**src/rtl/smpq_pkg.sv**
```systemverilog
`timescale 1ns / 1ps
// ----------------------------------------------------------------------------
// smpq_pkg
// Shared types and constants of the sorted minimum priority queue.
// ----------------------------------------------------------------------------
package smpq_pkg;

	localparam int KEY_W        = 32;
	localparam int DEF_CAPACITY = 64;

	typedef enum logic {
		REQ_INSERT = 1'b0,
		REQ_REMOVE = 1'b1
	} req_t;

	// Per-cycle command broadcast to every cell
	typedef struct packed {
		logic ins;
		logic rem;
	} smpq_ctl_t;

endpackage

```
**src/rtl/smpq_cell.sv**
```systemverilog
`timescale 1ns / 1ps
// ----------------------------------------------------------------------------
// smpq_cell
// One slot of the sorted key row: compares its key to the incoming key,
// shifts up on insert and down on removal.
// ----------------------------------------------------------------------------
module smpq_cell
	import smpq_pkg::*;
(
	input  logic             clk,
	input  smpq_ctl_t        ctl,
	input  logic [KEY_W-1:0] ins_key,
	input  logic             occupied,
	input  logic             left_place,
	input  logic [KEY_W-1:0] left_key,
	input  logic [KEY_W-1:0] right_key,
	output logic             place,
	output logic [KEY_W-1:0] key
);

	logic [KEY_W-1:0] key_q;

	// Empty slots count as larger than any key
	assign place = occupied ? (key_q > ins_key) : 1'b1;
	assign key   = key_q;

	always_ff @(posedge clk) begin
		if (ctl.ins && place) begin
			key_q <= left_place ? left_key : ins_key;
		end else if (ctl.rem) begin
			key_q <= right_key;
		end
	end

endmodule

```
**config.mk**
```make
export PLATFORM = sky130hd
export DESIGN_NAME = smpq_cell
export DESIGN_NICKNAME = d
export VERILOG_FILES = /design/src/rtl/smpq_pkg.sv /design/src/rtl/smpq_cell.sv
export SDC_FILE = /design/constraint.sdc
export NUM_CORES = 1
export LEC_CHECK = 0
export BUFFER_PORTS_ARGS = -buffer_cell sky130_fd_sc_hd__buf_2
export CORE_MARGIN = 1
export CORE_UTILIZATION = 45
export CTS_BUF_LIST = sky130_fd_sc_hd__clkbuf_8
export CTS_CLUSTER_SIZE = 40
export DETAILED_ROUTE_END_ITERATION = 8
export PLACE_DENSITY = 0.79
export SYNTH_ARGS = -nofsm -noshare
export SYNTH_HDL_FRONTEND = slang
export SYNTH_SLANG_ARGS = --single-unit
```
**constraint.sdc**
```tcl
create_clock -name clk -period 3.7 [get_ports clk]
set_input_delay 0.185 -clock clk [delete_from_list [all_inputs] [get_ports clk]]
set_output_delay 0.185 -clock clk [all_outputs]
set_load 0.01 [all_outputs]
```
# ---- Yosys cells after proc, flatten, opt, wreduce, memory -nomap -nowiden
# Cells that the tools add are included.
dict set report word_totals {
  mem_count 0
  elab_cells 8
  ff_bits 32
  latchBits 0
  inputBits 101
  ram_bits 0
  rom_bits 0
}
dict set report classes {
  mul 0
  n_eq_ne 0
  div 0
  muxes 4
  n_bitwise 0
  n_reduce_logical 2
  order_cmp 1
  n_addsub 0
  n_shift 0
}
# operator count
set op_table {}
lappend op_table {{32-bit two-way mux} 3}
lappend op_table {{32-bit greater-than comparator} 1}
lappend op_table {{2-bit nonzero test} 1}
lappend op_table {{1-bit logical AND} 1}
lappend op_table {{1-bit two-way mux} 1}

# ---- Depth between registers and ports, before layout
dict set report logic_depth {
  depth_word 4
  depth_mapped 9
}

# ---- Worst setup path before layout
# No wires, ideal clock.
dict set report synth_timing {
  kind {reg2reg}
  start {reg key_q[31] (netlist: key[31])}
  end {reg key_q[0] (netlist: key[0]) (enable)}
  stages_incl_launch_ff 9
  path_buffers 1
  path_slack_ps 344
  setup_time_ps 483
  t_arrival_ps 2873
  path_cell_list {edfxtp_1 > ha_1 > nand4_2 > or4b_4 > o31ai_2 > a31oi_1 > a41oi_4 > buf_12 > nand2b_1}
}
dict set report synth_between {
  elab_chain_cells 4
}
# element line
set synth_lines {}
lappend synth_lines {{start: declaration} smpq_cell.sv:21} ;# logic [KEY_W-1:0] key_q;
lappend synth_lines {{start signal: assignment} smpq_cell.sv:29} ;# key_q <= left_place ? left_key : ins_key;
lappend synth_lines {{start signal: assignment} smpq_cell.sv:31} ;# key_q <= right_key;
lappend synth_lines {{32-bit greater-than comparator} smpq_cell.sv:24} ;# assign place = occupied ? (key_q > ins_key) : 1'b1;
lappend synth_lines {{1-bit two-way mux} smpq_cell.sv:24}
lappend synth_lines {{1-bit logical AND} smpq_cell.sv:28} ;# if (ctl.ins && place) begin
lappend synth_lines {{2-bit nonzero test (no source line)} --}
# No other way between the ends.
# A chain may end at the register's enable or synchronous reset.

# ---- Final worst setup path
dict set report layout_timing {
  start {reg key_q[14] (netlist: key[14])}
  end {reg key_q[12] (netlist: key[12]) (enable)}
}
# Same word-level chain as after synthesis.

==> impl_table.tex <==
\begin{tabular}{lr}
\hline
Metric & Value \\
\hline
\multicolumn{2}{l}{\textbf{GRT}} \\
\quad Met3 usage & 0.0549 \\
\quad Gr busiest metal & met2 \\
\quad Met1 Use GR & 0.230 \\
\quad Largest net degree at the start of global routing & 64 \\
\quad GRT Residual Overflow & 0 \\
\quad Number of global-route vias before repair & 2161 \\
\quad Total global-route track usage & 0.204 \\
\quad Wire length of the first global-routing pass & 9.72 mm \\
\quad Met2 Track Usage GR & 0.378 \\
\quad Initial antenna violation count & 0 \\
\multicolumn{2}{l}{\textbf{Layout}} \\
\quad Most common cell after layout, fill and taps aside & buf\_2 \\
\quad Share of post-route cells with drive strength above 1 & 0.459 \\
\quad Top library cells by usage in the layout, fill and taps aside & buf\_2 (133), nand2\_1 (38), inv\_1 (35) \\
\quad Area Overhead vs Synth & 28.7\% \\
\quad Flip-flop count of the largest register after layout & 32 \\
\quad Final antenna diode count & 0 \\
\quad Final net count & 524 \\
\quad Finished Core Util & 0.615 \\
\multicolumn{2}{l}{\textbf{Clock network}} \\
\quad PostCTS Resize Cnt & 0 \\
\quad Post-CTS Setup Repair Bufs & 0 \\
\quad TritonCTS Sinks & 32 \\
\quad Clock tree from TritonCTS & done \\
\quad Source-to-sink clock delay at the later pin of the worst-skew pair & 0.28 ns \\
\quad H-tree level count & 2 \\
\quad Hold buffers post-CTS & 0 \\
\quad Longest Clk Path Bufs & 2 \\
\quad Clock buffer count from CTS & 5 \\
\quad Clk slew on worst S/H paths & 0.07 ns \\
\quad Root Driver & clkbuf\_8 \\
\multicolumn{2}{l}{\textbf{Logic synthesis}} \\
\quad Xor and xnor area share after synthesis & 0 \\
\quad Synth Area in Simple Gates & 0.105 \\
\quad Distinct cells, synth & 33 \\
\quad Adder-cell share of the synthesized area & 0.149 \\
\quad Register area share after synthesis & 0.357 \\
\quad Share of the synthesized area in compound gates (AO/OA/AOI/OAI) & 0.134 \\
\quad Share of flip-flops with an asynchronous set or reset & 0 \\
\quad Primary FF master, synth & edfxtp\_1 \\
\quad EDFF count, synth & 32 \\
\quad FF+latch count, synth & 32 \\
\quad Synthesized instance count & 258 \\
\quad Multiplexer share of the synthesized area & 0.178 \\
\quad Mapped Area & 2700 µm² \\
\quad Mean area per synthesized cell & 10.4 µm² \\
\quad Main combinational cell family by area after synthesis & multiplexers \\
\quad Mapped Nets & 391 \\
\quad Count of synthesis-stage warnings from yosys & 0 \\
\multicolumn{2}{l}{\textbf{Critical path}} \\
\quad Worst reg2reg startpoint & key[14] \\
\quad Critical path destination & key[12] \\
\quad Largest driver fanout on the critical path & 32 \\
\quad Crit path kind & flop to flop \\
\quad Critical Path Sink Type & flop \\
\quad Launch point of the critical path & key[14] \\
\quad Worst reg2reg path endpoint & key[12] \\
\quad Cell count of the worst reg-to-reg path & 9 \\
\quad Reg2Reg Setup Slack & 0.61 ns \\
\quad Req. time, crit path & 3.69 ns \\
\quad Data arrival time of the critical path & 3.08 ns \\
\quad Startpoint types & flop \\
\multicolumn{2}{l}{\textbf{Power and ir drop}} \\
\quad Clock network power share & 0.210 \\
\quad Static leakage & 0.00183 µW \\
\quad Sw Ratio & 0.312 \\
\quad Worst voltage drop across the vdd grid & 154 µV \\
\quad Pwr per Cell Area & 343 nW/µm² \\
\quad Share of total power in combinational logic & 0.374 \\
\quad Sequential cell fraction of total power & 0.416 \\
\quad P\_int & 819 µW \\
\quad Switching power summed over all nets & 371 µW \\
\multicolumn{2}{l}{\textbf{Routing}} \\
\quad Length of the first detailed-routing pass in iterations & 4 \\
\quad Post-detailed-route count of antenna-violating nets & 0 \\
\quad Initial drt markers & 77 \\
\quad Wirelength per Cell & 13.5 µm \\
\quad Count of vias placed by the detailed router & 2316 \\
\quad Wire length reported by the detailed router & 6.29 mm \\
\quad DRC violation count after routing & 0 \\
\quad Avg Vias per Cell & 4.99 \\
\multicolumn{2}{l}{\textbf{STA}} \\
\quad Endpoints failing setup & 0 \\
\quad Relative slew slack & 0.398 \\
\quad Final setup skew & 0.00543 ns \\
\quad Period utilization & 0.835 \\
\quad Final critical path time including I/O delays and setup & 3.09 ns \\
\quad Total count of hold-check failures in the final report & 0 \\
\quad RSZ-0062 raised after global routing & no \\
\quad Achievable clock frequency & 324 MHz \\
\quad Number of max-slew violations in the final report & 0 \\
\quad Total negative setup slack & 0 ns \\
\quad Pin slew with the least headroom to its limit & 0.903 ns \\
\multicolumn{2}{l}{\textbf{Floorplan}} \\
\quad Die outline width & 79.4 µm \\
\quad Total Die Area & 6300 µm² \\
\quad Core Footprint & 5640 µm² \\
\quad Initial Util & 0.478 \\
\quad Chip Height & 79.4 µm \\
\quad Site Rows & 27 \\
\quad IO Pins & 134 \\
\multicolumn{2}{l}{\textbf{Hold path}} \\
\quad Origin of the worst min-delay path & right\_key[28] \\
\quad Hold Crit Class & input port to flop \\
\multicolumn{2}{l}{\textbf{Placed design}} \\
\quad Placer congestion estimate & 0.776 \\
\quad Number of buffer cells added on primary ports & 133 \\
\quad Estimated wirelength of the detail-placed design & 5.08 mm \\
\multicolumn{2}{l}{\textbf{Run}} \\
\quad Max Cap Violations & 0 \\
\multicolumn{2}{l}{\textbf{Run status}} \\
\quad Outcome & finished, final reports clean \\
\hline
\end{tabular}
## area by class of cell
cell class	count	area, µm²
fillers	502	2170
flip-flops and latches	32	961
clock inverters	3	11.3
repair buffers	136	688
inverters	33	124
clock buffers	5	68.8
well taps	72	90.1
multi-input cells	183	1530
## Yosys cell counts (all sizes together), types with 2 or more instances
cell | number | area share
buf | 3 | 0.022
a21oi | 13 | 0.024
nand3 | 3 | 0.0056
a211oi | 2 | 0.0056
nor2 | 2 | 0.0028
or4b | 2 | 0.0088
a21o | 2 | 0.0056
o21ai | 34 | 0.063
edfxtp | 32 | 0.36
clkbuf | 7 | 0.0098
ha | 32 | 0.15
nand4 | 7 | 0.019
inv | 33 | 0.046
mux2 | 33 | 0.18
nand2 | 38 | 0.053
## power by group through the flow
stage | Clock [µW] | Combinational [µW] | Sequential [µW]
after floorplan | 0 | 274 | 526
after global placement | 0 | 435 | 498
after detailed placement | 0 | 447 | 503
after CTS | 258 | 450 | 495
after global routing | 268 | 492 | 502
final | 250 | 444 | 495
## metal layers
layer / vias up / wire (µm)
li1: 1195 / -
met5: - / 0
met3: 4 / 416
met1: 1032 / 2700
met4: 0 / 40
met2: 85 / 3130
## metrics by stage
step | total power, µW | instance area, µm² | setup WS [ns] | hold WS (ns) | std cells
after detailed placement | 950 | 3390 | 0.604 | 0.489 | 456
after CTS | 1200 | 3470 | 0.592 | 0.197 | 464
after global routing | 1260 | 3470 | 0.432 | 0.195 | 464
after global placement | 934 | 3390 | 0.696 | 0.488 | 456
final | 1190 | 3470 | 0.609 | 0.204 | 464
after floorplan | 800 | 2700 | 0.344 | 0.402 | 258
## worst max-delay path, stage by stage, from the launching register on
cell and delay, ns:
edfxtp_1 0.38, ha_1 0.33, nand4_1 0.20, or4_4 0.63, o31ai_2 0.19, a31oi_1 0.09
a41oi_4 0.20, buf_4 0.41, nand2b_2 0.08, buf_4 0.28
## cells by family (layout without fill, tap and decap cells)
group | count (synthesis) | after routing
multiplexers | 33 | 33
buffers and inverters | 43 | 177
adder cells (fa/ha/maj) | 32 | 32
AND/OR/NAND/NOR | 58 | 58
flip-flops | 32 | 32
AO/OA/AOI/OAI | 60 | 60
## worst min path at each step
| stage | slack [ns] | depth (start not counted) | endpoint |
|---|---|---|---|
| 2_1_floorplan | 0.40 | 1 | key[10] |
| 3_3_place_gp | 0.49 | 2 | key[21] |
| 3_5_place_dp | 0.49 | 2 | key[1] |
| 4_1_cts | 0.20 | 2 | key[24] |
| 5_1_grt | 0.20 | 2 | key[2] |
| 6_report | 0.20 | 2 | key[28] |
(Power assumes the default switching activity.)
